**src/hdl/psts_pkg.sv**
```systemverilog
package psts_pkg;

    localparam int TAG_W   = 8;
    localparam int PRIO_W  = 8;
    localparam int BURST_W = 16;
    localparam int TIME_W  = 21;
    localparam int CNT_W   = 6;
    localparam int AVG_W   = 29;

    localparam logic MODE_ADD     = 1'b0;
    localparam logic MODE_RUN     = 1'b1;
    localparam logic KIND_TASK    = 1'b0;
    localparam logic KIND_SUMMARY = 1'b1;

    typedef struct packed {
        logic               mode;
        logic [TAG_W-1:0]   task_tag;
        logic [PRIO_W-1:0]  priority_req;
        logic [BURST_W-1:0] burst;
    } t_task;

    typedef struct packed {
        logic              kind;
        logic [TAG_W-1:0]  tag_out;
        logic [TIME_W-1:0] wait_time;
        logic [TIME_W-1:0] turnaround_time;
        logic [TIME_W-1:0] response_time;
        logic [CNT_W-1:0]  task_count;
        logic [AVG_W-1:0]  avg_wait;
        logic [AVG_W-1:0]  avg_turnaround;
        logic [AVG_W-1:0]  avg_response;
        logic              overflow;
        logic              last;
    } t_result;

    typedef enum logic [2:0] {
        ST_IDLE,
        ST_PICK,
        ST_SCAN,
        ST_EMIT,
        ST_DIV,
        ST_SUM
    } t_state;

endpackage

```
**src/hdl/psts_ifs.sv**
```systemverilog
interface psts_task_if import psts_pkg::*; ();
    logic  valid;
    logic  ready;
    t_task data;

    modport source(output valid, output data, input ready);
    modport sink(input valid, input data, output ready);
endinterface

interface psts_result_if import psts_pkg::*; ();
    logic    valid;
    logic    ready;
    t_result data;

    modport source(output valid, output data, input ready);
    modport sink(input valid, input data, output ready);
endinterface

```
**src/hdl/priority_scheduler_with_timing_stats.sv**
```systemverilog
// Add item: accepted with no result; the block stays ready for the next item.
// Run item: each served task passes through the pick state, a scan of the stored
// slots (one memory read per cycle) and the emit state. Then a setup step in the pick
// state and two averages on the shared restoring divider with a DW-bit dividend (DW = 36
// at default parameters), then the summary; an empty run skips the divider. Synchronous
// active-low reset empties the store, clears the overflow flag and the output valid.
module priority_scheduler_with_timing_stats import psts_pkg::*; #(
    parameter int MAX_TASKS  = 32,
    parameter int BURST_BITS = 16
) (
    input  logic         i_clk,
    input  logic         i_rst_n,
    psts_task_if.sink    i_task,
    psts_result_if.source o_result
);

    // Stored burst width: the input field is 16 bits, so a wider setting adds nothing.
    localparam int SB  = (BURST_BITS < BURST_W) ? BURST_BITS : BURST_W;
    // Count width holds 0..MAX_TASKS; index width addresses the slots.
    localparam int CW  = $clog2(MAX_TASKS + 1);
    localparam int IW  = (MAX_TASKS > 1) ? $clog2(MAX_TASKS) : 1;
    // Elapsed time and the total of waiting times, both kept at full width.
    localparam int EW  = SB + CW;
    localparam int TW  = SB + 2 * CW;
    // Dividend carries the eight fraction bits of the Q.8 averages.
    localparam int DW  = TW + 8;
    localparam int DCW = $clog2(DW);

    typedef struct packed {
        logic [TAG_W-1:0]  tag;
        logic [PRIO_W-1:0] prio;
        logic [SB-1:0]     burst;
    } t_slot;

    // Slot store, written in arrival order and read one slot per cycle during a scan.
    t_slot r_mem [MAX_TASKS];
    t_slot r_rd_data;
    logic [IW-1:0] r_rd_idx;
    logic r_rd_vld;
    logic rd_en;
    logic [IW-1:0] rd_addr;
    logic wr_en;

    t_state r_state, n_state;
    logic [CW-1:0] r_count, n_count;
    logic r_drop, n_drop;
    logic [MAX_TASKS-1:0] r_served, n_served;
    logic [CW-1:0] r_scan, n_scan;
    logic r_best_vld, n_best_vld;
    logic [IW-1:0] r_best_idx, n_best_idx;
    t_slot r_best, n_best;
    logic [EW-1:0] r_elapsed, n_elapsed;
    logic [TW-1:0] r_twt, n_twt;
    logic [CW-1:0] r_n, n_n;
    logic [DW-1:0] r_div_q, n_div_q;
    logic [CW-1:0] r_rem, n_rem;
    logic [DCW-1:0] r_div_cnt, n_div_cnt;
    logic r_div_sel, n_div_sel;
    logic [DW-1:0] r_avg_w, n_avg_w;
    logic [DW-1:0] r_avg_t, n_avg_t;
    t_result r_out, n_out;
    logic r_out_vld, n_out_vld;

    logic out_free;
    logic in_fire;
    logic [EW-1:0] tt_sum;
    logic [TW-1:0] ttt_sum;
    logic [CW:0] rem_sh;
    logic [CW:0] rem_diff;
    logic rem_ge;
    logic [DW-1:0] q_next;
    logic [EW+TIME_W-1:0] wt_ext;
    logic [EW+TIME_W-1:0] tt_ext;
    logic [CW+CNT_W-1:0] cnt_ext;
    logic [DW+AVG_W-1:0] avg_w_ext;
    logic [DW+AVG_W-1:0] avg_t_ext;

    assign i_task.ready   = (r_state == ST_IDLE);
    assign in_fire        = i_task.valid && (r_state == ST_IDLE);
    assign out_free       = !r_out_vld || o_result.ready;
    assign o_result.valid = r_out_vld;
    assign o_result.data  = r_out;

    assign wr_en   = in_fire && (i_task.data.mode == MODE_ADD) && (r_count < CW'(MAX_TASKS));
    assign rd_en   = (r_state == ST_SCAN) && (r_scan < r_count);
    assign rd_addr = r_scan[IW-1:0];

    always_ff @(posedge i_clk) begin
        if (wr_en) begin
            r_mem[r_count[IW-1:0]] <= '{tag:   i_task.data.task_tag,
                                        prio:  i_task.data.priority_req,
                                        burst: i_task.data.burst[SB-1:0]};
        end
        if (rd_en) begin
            r_rd_data <= r_mem[rd_addr];
        end
        r_rd_idx <= rd_addr;
    end

    // Arithmetic shared by the emit and divide steps.
    assign tt_sum    = r_elapsed + EW'(r_best.burst);
    assign ttt_sum   = r_twt + TW'(r_elapsed);
    assign rem_sh    = {r_rem, r_div_q[DW-1]};
    assign rem_ge    = (rem_sh >= {1'b0, r_n});
    assign rem_diff  = rem_sh - {1'b0, r_n};
    assign q_next    = {r_div_q[DW-2:0], rem_ge};

    // Zero-extend then cut to the fixed output widths.
    assign wt_ext    = {{TIME_W{1'b0}}, r_elapsed};
    assign tt_ext    = {{TIME_W{1'b0}}, tt_sum};
    assign cnt_ext   = {{CNT_W{1'b0}}, r_n};
    assign avg_w_ext = {{AVG_W{1'b0}}, r_avg_w};
    assign avg_t_ext = {{AVG_W{1'b0}}, r_avg_t};

    always_comb begin
        n_state    = r_state;
        n_count    = r_count;
        n_drop     = r_drop;
        n_served   = r_served;
        n_scan     = r_scan;
        n_best_vld = r_best_vld;
        n_best_idx = r_best_idx;
        n_best     = r_best;
        n_elapsed  = r_elapsed;
        n_twt      = r_twt;
        n_n        = r_n;
        n_div_q    = r_div_q;
        n_rem      = r_rem;
        n_div_cnt  = r_div_cnt;
        n_div_sel  = r_div_sel;
        n_avg_w    = r_avg_w;
        n_avg_t    = r_avg_t;
        n_out      = r_out;
        n_out_vld  = r_out_vld && !o_result.ready;

        unique case (r_state)
            ST_IDLE: begin
                if (in_fire) begin
                    if (i_task.data.mode == MODE_ADD) begin
                        if (wr_en) begin
                            n_count = r_count + CW'(1);
                        end else begin
                            n_drop = 1'b1;
                        end
                    end else begin
                        n_elapsed = '0;
                        n_twt     = '0;
                        n_n       = '0;
                        n_state   = ST_PICK;
                    end
                end
            end
            ST_PICK: begin
                if (r_n == r_count) begin
                    if (r_n == '0) begin
                        n_avg_w = '0;
                        n_avg_t = '0;
                        n_state = ST_SUM;
                    end else begin
                        n_div_q   = {r_twt, 8'b0};
                        n_rem     = '0;
                        n_div_cnt = '0;
                        n_div_sel = 1'b0;
                        n_state   = ST_DIV;
                    end
                end else begin
                    n_scan     = '0;
                    n_best_vld = 1'b0;
                    n_state    = ST_SCAN;
                end
            end
            ST_SCAN: begin
                if (rd_en) begin
                    n_scan = r_scan + CW'(1);
                end
                // Strict compare over ascending slots keeps the earliest of equal priorities.
                if (r_rd_vld && !r_served[r_rd_idx]
                        && (!r_best_vld || (r_rd_data.prio > r_best.prio))) begin
                    n_best_vld = 1'b1;
                    n_best_idx = r_rd_idx;
                    n_best     = r_rd_data;
                end
                if (!rd_en && !r_rd_vld) begin
                    n_state = ST_EMIT;
                end
            end
            ST_EMIT: begin
                if (out_free) begin
                    n_out_vld             = 1'b1;
                    n_out.kind            = KIND_TASK;
                    n_out.tag_out         = r_best.tag;
                    n_out.wait_time       = wt_ext[TIME_W-1:0];
                    n_out.turnaround_time = tt_ext[TIME_W-1:0];
                    n_out.response_time   = wt_ext[TIME_W-1:0];
                    n_out.task_count      = '0;
                    n_out.avg_wait        = '0;
                    n_out.avg_turnaround  = '0;
                    n_out.avg_response    = '0;
                    n_out.overflow        = r_drop;
                    n_out.last            = 1'b0;
                    n_served[r_best_idx]  = 1'b1;
                    n_twt                 = r_twt + TW'(r_elapsed);
                    n_elapsed             = tt_sum;
                    n_n                   = r_n + CW'(1);
                    n_state               = ST_PICK;
                end
            end
            ST_DIV: begin
                n_rem     = rem_ge ? rem_diff[CW-1:0] : rem_sh[CW-1:0];
                n_div_q   = q_next;
                n_div_cnt = r_div_cnt + DCW'(1);
                if (r_div_cnt == DCW'(DW - 1)) begin
                    if (!r_div_sel) begin
                        // Total turnaround is total waiting plus the final elapsed time.
                        n_avg_w   = q_next;
                        n_div_q   = {ttt_sum, 8'b0};
                        n_rem     = '0;
                        n_div_cnt = '0;
                        n_div_sel = 1'b1;
                    end else begin
                        n_avg_t = q_next;
                        n_state = ST_SUM;
                    end
                end
            end
            ST_SUM: begin
                if (out_free) begin
                    n_out_vld             = 1'b1;
                    n_out.kind            = KIND_SUMMARY;
                    n_out.tag_out         = '0;
                    n_out.wait_time       = '0;
                    n_out.turnaround_time = '0;
                    n_out.response_time   = '0;
                    n_out.task_count      = cnt_ext[CNT_W-1:0];
                    n_out.avg_wait        = avg_w_ext[AVG_W-1:0];
                    n_out.avg_turnaround  = avg_t_ext[AVG_W-1:0];
                    n_out.avg_response    = avg_w_ext[AVG_W-1:0];
                    n_out.overflow        = r_drop;
                    n_out.last            = 1'b1;
                    n_count               = '0;
                    n_drop                = 1'b0;
                    n_served              = '0;
                    n_state               = ST_IDLE;
                end
            end
            default: begin
                n_state = ST_IDLE;
            end
        endcase
    end

    always_ff @(posedge i_clk) begin
        if (!i_rst_n) begin
            r_state   <= ST_IDLE;
            r_count   <= '0;
            r_drop    <= 1'b0;
            r_served  <= '0;
            r_rd_vld  <= 1'b0;
            r_out_vld <= 1'b0;
        end else begin
            r_state   <= n_state;
            r_count   <= n_count;
            r_drop    <= n_drop;
            r_served  <= n_served;
            r_rd_vld  <= rd_en;
            r_out_vld <= n_out_vld;
        end
        r_scan     <= n_scan;
        r_best_vld <= n_best_vld;
        r_best_idx <= n_best_idx;
        r_best     <= n_best;
        r_elapsed  <= n_elapsed;
        r_twt      <= n_twt;
        r_n        <= n_n;
        r_div_q    <= n_div_q;
        r_rem      <= n_rem;
        r_div_cnt  <= n_div_cnt;
        r_div_sel  <= n_div_sel;
        r_avg_w    <= n_avg_w;
        r_avg_t    <= n_avg_t;
        r_out      <= n_out;
    end

endmodule

```
**src/flat_wrapper.sv**
```systemverilog
// flat-port wrapper written by rule: the top's interface ports become plain ports
module priority_scheduler_with_timing_stats_flat import psts_pkg::*;
#(
    parameter int MAX_TASKS  = 32,
    parameter int BURST_BITS = 16
)
  (i_clk, i_rst_n, i_task_valid, i_task_data, i_task_ready, o_result_valid, o_result_data, o_result_ready);
  psts_task_if i_task_i ();
  psts_result_if o_result_i ();
  input  logic i_clk;
  input  logic i_rst_n;
  input wire logic [$bits(i_task_i.valid)-1:0] i_task_valid;
  input wire logic [$bits(i_task_i.data)-1:0] i_task_data;
  output wire logic [$bits(i_task_i.ready)-1:0] i_task_ready;
  output wire logic [$bits(o_result_i.valid)-1:0] o_result_valid;
  output wire logic [$bits(o_result_i.data)-1:0] o_result_data;
  input wire logic [$bits(o_result_i.ready)-1:0] o_result_ready;
  assign i_task_i.valid = i_task_valid;
  assign i_task_i.data = i_task_data;
  assign i_task_ready = i_task_i.ready;
  assign o_result_valid = o_result_i.valid;
  assign o_result_data = o_result_i.data;
  assign o_result_i.ready = o_result_ready;
  priority_scheduler_with_timing_stats #(.MAX_TASKS(MAX_TASKS), .BURST_BITS(BURST_BITS)) u_core (.i_clk(i_clk), .i_rst_n(i_rst_n), .i_task(i_task_i), .o_result(o_result_i));
endmodule
```
**config.mk**
```make
export PLATFORM = sky130hd
export DESIGN_NAME = priority_scheduler_with_timing_stats_flat
export DESIGN_NICKNAME = d
export VERILOG_FILES = /design/src/hdl/psts_pkg.sv /design/src/hdl/psts_ifs.sv /design/src/hdl/priority_scheduler_with_timing_stats.sv /design/src/flat_wrapper.sv
export SDC_FILE = /design/constraint.sdc
export NUM_CORES = 2
export LEC_CHECK = 0
export BUFFER_PORTS_ARGS = -buffer_cell sky130_fd_sc_hd__buf_2
export CORE_MARGIN = 2
export CORE_UTILIZATION = 40
export CTS_CLUSTER_DIAMETER = 100
export DETAILED_ROUTE_END_ITERATION = 8
export HOLD_SLACK_MARGIN = 0.03
export PLACE_DENSITY = 0.55
export SYNTH_ARGS = -nofsm -noshare
export SYNTH_HDL_FRONTEND = slang
export SYNTH_SLANG_ARGS = --single-unit
```
**constraint.sdc**
```tcl
create_clock -name i_clk -period 5.5 [get_ports i_clk]
set_clock_uncertainty 0.2 [all_clocks]
set_input_delay 0.275 -clock i_clk [delete_from_list [all_inputs] [get_ports i_clk]]
set_output_delay 0.275 -clock i_clk [all_outputs]
set_load 0.01 [all_outputs]
```
Yosys cells after proc, flatten, opt, wreduce, memory -nomap -nowiden
Memories as Yosys holds them, arrays and structs flattened. A register that Yosys moved wholly into a read port is not among the register bits.
Cells that the tools add are included.
- flip-flop bits (word level): 423
- output and inout bits: 169
- memories: 1
- logic and storage cells: 189
- bits of input ports: 37
- RAM bits: 1024
- memory list (memory ; depth ; bits a word ; read ports ; clocked after memory_dff ; write ports ; RTL line ; text):
    u_core.r_mem ; 32 ; 32 ; 1 ; 1 ; 1 ; priority_scheduler_with_timing_stats.sv:36 ; t_slot r_mem [MAX_TASKS];
- mux-type cells: 78
- bitwise logic cells: 2
- add/sub/neg operators: 7
- equal/unequal tests: 24
- $lt $le $gt $ge: 7
- reductions and logical operators: 37
- operators by type and width (kind ; count):
    167-bit two-way mux ; 2
    167-bit one-hot mux with 2 select lines ; 1
    29-bit two-way mux ; 6
    36-bit two-way mux ; 4
    29-bit one-hot mux with 2 select lines ; 2
    6-bit two-way mux ; 16
    28-bit two-way mux ; 3
    36-bit one-hot mux with 2 select lines ; 1
    22-bit two-way mux ; 3
    32-bit two-way mux ; 2
    32-bit one-hot mux with 2 select lines ; 1
    6-bit one-hot mux with 2 select lines ; 5
    28-bit one-hot mux with 2 select lines ; 1
    22-bit one-hot mux with 2 select lines ; 1
    32-bit bitwise OR ; 1
    28-bit by 22-bit adder with 28-bit output ; 1
    6-bit by 1-bit adder with 6-bit output (second input constant) ; 4
    3-bit two-way mux ; 8
    22-bit by 16-bit adder with 22-bit output ; 1
    5-bit AND reduction ; 4
    2-bit by 1-bit != test with 1-bit output (second input constant) ; 9
    3-bit one-hot mux with 6 select lines ; 1
    1-bit two-way mux ; 16
    2-bit != test (second input constant) ; 8
    27 further kinds ; 54

Logic depth before layout (Yosys ltp)
- depth after elaboration: 8
- mapped depth: 10
- gate-level depth less buffers: 10

Worst setup path before layout
No wires, ideal clock.
- path type: register to register
- start: register u_core.r_rd_idx[0]
- end: register u_core.r_best[0] (netlist name), enable pin
- required time: 4.823 ns
- arrival time: 4.335 ns
- path buffers: 1
- slack: 0.488 ns
- cell stages (with the launch flop): 6
- setup time: 0.477 ns
- period minus slack after synthesis: 5.012 ns
- cells stage by stage: dfxtp_1 > buf_2 > mux4_2 > mux4_2 > mux2_2 > nor3_1
- word-level cells in the longest chain between the ends: 6
- RTL lines (element ; RTL line ; text):
    from (decl) ; priority_scheduler_with_timing_stats.sv:38 ; logic [IW-1:0] r_rd_idx;
    from (signal assigned) ; priority_scheduler_with_timing_stats.sv:97 ; r_rd_idx <= rd_addr;
    1-bit binary-select mux with 5-bit select ; priority_scheduler_with_timing_stats.sv:177 ; if (r_rd_vld && !r_served[r_rd_idx]
    1-bit two-way mux (not written as such) ; priority_scheduler_with_timing_stats.sv:177 ;
    1-bit zero test ; priority_scheduler_with_timing_stats.sv:177 ;
    1-bit logical AND ; priority_scheduler_with_timing_stats.sv:177 ;
    1-bit logical AND ; priority_scheduler_with_timing_stats.sv:178 ; && (!r_best_vld || (r_rd_data.prio > r_best.prio))) begin
    2-bit AND reduction (no source line) ; - ;
    to (signal assigned) ; priority_scheduler_with_timing_stats.sv:271 ; r_best <= n_best;
    to (decl) ; priority_scheduler_with_timing_stats.sv:51 ; t_slot r_best, n_best;
No other way between the ends. The select of a mux whose other input is x is not followed.
A chain may end at the register's enable or synchronous reset.

Final worst setup path
- start: register u_core.r_state[1]
- end: register u_core.r_out (netlist bit u_core.o_result.data[74]), enable pin
- word-level cells in the longest chain between the ends: 3
- elaborated cells on any way between the ends: 6
- those cells by class: eq/ne (4); reduce/logical (2)
- RTL lines (element ; RTL line ; text):
    from (decl) ; priority_scheduler_with_timing_stats.sv:44 ; t_state r_state, n_state;
    from (signal assigned) ; priority_scheduler_with_timing_stats.sv:261 ; r_state <= n_state;
    3-bit equality test or 3-bit by 2-bit equality test with 1-bit output (tied branches) ; priority_scheduler_with_timing_stats.sv:136 ; unique case (r_state)
    2-bit by 1-bit != test with 1-bit output (no source line) or 2-bit nonzero test (tied branches) ; - ;
    3-bit AND reduction (no source line) * ; - ;
    to (signal assigned) ; priority_scheduler_with_timing_stats.sv:281 ; r_out <= n_out;
    to (decl) ; priority_scheduler_with_timing_stats.sv:61 ; t_result r_out, n_out;
Every way passes the cells marked *; elsewhere a longest branch is shown, timed or not.

==> reports/metrics.yaml <==
run_status: "finished clean"
synth-seq-area-share_pct: 74.2
tns_ns: 0
post-route-period-util_pct: 79.8
setup_viol: 0
die_area_sq_um: 146000
vias: 28458
grt_max_degree: 111
avgSynthCellArea_sq_um: 19.3
core_area_sq_um: 142000
path_cells: "nor2b_2, buf_4, nand2_1, inv_1, o21ai_0, inv_4, buf_4"
yosysMostFrequentCell: "edfxtp_1"
cp_max_fo: 72
p_leak_nw: 21.4
wl_per_cell_microns: 25.8
period_minus_slack_ns: 4.39
io_pins: 206
synth_compound_area_share_pct: 2.89
synth_async_sr_flop_share_pct: 0
gr-total-overflow: 0
irDropWorstVdd_v: 0.000286
synth-adder-area-share_pct: 1.53
synthMuxAreaShare_pct: 13.7
syn-cell-area_sq_um: 57200
path_class: "reg2reg"
io_buffer_count: 205
fmax_ghz: 0.228
path_common_cell: "buf_4"
synth_nets: 3069
p_per_area_nw_per_um2: 419
r2r_cells: 7
cts_buffer_depth: 3
synth_top_area_share_pct: 72.5
synth_xor_area_share_pct: 0.981
antenna_left: 0
dp_hpwl_mm: 83.3
maxCapViolCount: 0
grt_pass1_wl_mm: 197
maxSlewViolCount: 0
area_delta_synth_final_pct: 14.4
diodes: 0
wirelength_mm: 135
via_per_inst: 5.45
cts_setup_buffers: 0
clock-root-buffer: "clkbuf_16"
worstPathRequired_ns: 5.70
grt_pass1_vias: 28987
tightest_slew_ns: 1.35
die_h_microns: 382
synthTopCellsByCount: "edfxtp_1 (1379), mux4_2 (330), nor2_1 (190)"
yosys_register_bits: 1428
cp_slowest_cell: "buf_4"
nets: 3310
clock_latency_ns: 0.78
place_ws_ns: 1.08
critPathCaptureType: "flop"
ys.flop_type: "edfxtp_1"
std_cell_rows: 138
worstHoldPathCells: 0
rsz0062_at_grt: "no"
drt_iter0_drc: 2400
cts_sinks: 1428
place.gp.congestion: 0.838
h-tree-depth: 4
hold_violations: 0
drive_above_1_share_pct: 25.8
power_mw: 27.4
crit_path_start_kind: "flop"
cts_tree: "done"
postSynthCellCount: 2964
antenna_found_initial: 5
clk_pin_slew_ns: 0.06
start_util_pct: 40.3
place_area_sq_um: 60200
fin_ws_ns: 1.11
hold_ws_ns: 0.211
synth_top_family_by_area: "multiplexers"
n_fill_cell: 11837
min_path_type: "reg2reg"
drt_pass1_iterations: 5
grt_use_total_pct: 18.4
synth_cell_types: 68
cts_buffers: 151
synth_edf_count: 1379
fin_area_sq_um: 65400
slew_headroom_pct: 9.68
remaining_drc_errors: 0
yosysTopAreaCell: "edfxtp_1"
ys_top_cells_by_area: "edfxtp_1 (72%), mux4_2 (13%), dfxtp_1 (1.7%)"
die_w_microns: 382
cp.arrival_ns: 4.58
ys_warn_count: 0
synthSimpleGateAreaFrac_pct: 4.61
cpPeakStageDelay_ns: 0.76
[worst max-delay path, delay by kind of cell, from the launching register on]
kind | cells | cell delay [ns]
AOI/OAI and AO/OA | 1 | 0.46
and+or+nand+nor | 2 | 0.32
buffers and inverters | 4 | 2.42
DFF | 1 | 0.53
[repair_timing]
item                       CTS  global route
hold buffers                37             0
hold endpoints to repair  1068             0
gates resized for setup      0             0
[report_power, final]
group / switching [mW] / leakage (nW) / internal [mW]
combinational: 2.79 / 6.24 / 2.02
clock: 4.21 / 2.33 / 5.70
sequential: 0.297 / 12.8 / 12.4
total: 7.30 / 21.4 / 20.1
[metrics by stage]
stage | std cells | util [%]
3_5_place_dp | 4905 | 42.5
4_1_cts | 5217 | 46.1
6_report | 5217 | 46.1
2_1_floorplan | 2964 | -
5_1_grt | 5217 | 46.1
3_3_place_gp | 4905 | 42.5
[layout by cell type (no fill, tap or decap), types with 16 or more instances in the layout]
cell,instances
a21o_1,21
nor2_4,33
nand2_1,78
nand3_1,33
xnor2_1,33
edfxtp_1,1379
clkbuf_1,38
and2_1,69
mux2_2,33
a21oi_1,105
clkinv_1,34
nor2_1,155
dlygate4sd3_1,37
inv_1,44
and3_1,84
ha_1,65
xor2_1,31
nor3_1,16
buf_4,32
buf_2,205
dfxtp_1,49
o21ai_0,48
clkbuf_16,154
mux4_2,330
[layer usage]
metal,vias to the layer above,global-route usage (%),share of wire (%)
met1,15032,24.1,41
met3,162,3.05,4.8
met2,880,32.0,52
li1,12384,-,-
met4,0,4.66,2.0
met5,-,0,0
[worst paths after layout]
check | end | slack (ns) | startpoint
worst max-delay path | u_core.o_result.data[74] | 1.11 | u_core.r_state[1]
worst min-delay path | u_core.r_best[31] | 0.21 | u_core.r_rd_data[31]
worst max register to register | u_core.o_result.data[74] | 1.11 | u_core.r_state[1]
worst min register to register | u_core.r_best[31] | 0.21 | u_core.r_rd_data[31]
[sequential cells by signal (all words and copies together), names as in the netlist, 3 cells and up]
register,flops
u_core.o_result.data,116
u_core.r_avg_t,29
u_core.r_avg_w,29
u_core.r_best,32
u_core.r_best_idx,5
u_core.r_count,6
u_core.r_div_cnt,6
u_core.r_div_q,36
u_core.r_elapsed,22
u_core.r_mem,1024
u_core.r_n,6
u_core.r_rd_data,32
u_core.r_rd_idx,5
u_core.r_rem,6
u_core.r_scan,6
u_core.r_served,32
u_core.r_state,3
u_core.r_twt,28
[cell type report]
type | count | area, sq um | area share (%)
repair buffers | 282 | 1800 | 2.75
clock buffers | 192 | 4000 | 6.11
clock inverters | 83 | 833 | 1.27
flip-flops and latches | 1428 | 42400 | 64.8
inverters | 46 | 175 | 0.268
well taps | 1890 | 2360 | 3.62
multi-input cells | 1296 | 13800 | 21.1
[kinds of logic (layout without fill, tap and decap cells)]
family / after synthesis / in the layout
flops: 1428 / 1428
simple gates: 533 / 533
mux: 365 / 365
compound gates: 266 / 266
buf+inv: 240 / 603
fa+ha+maj: 68 / 68
xor+xnor: 64 / 64
(Power assumes the default switching activity.)
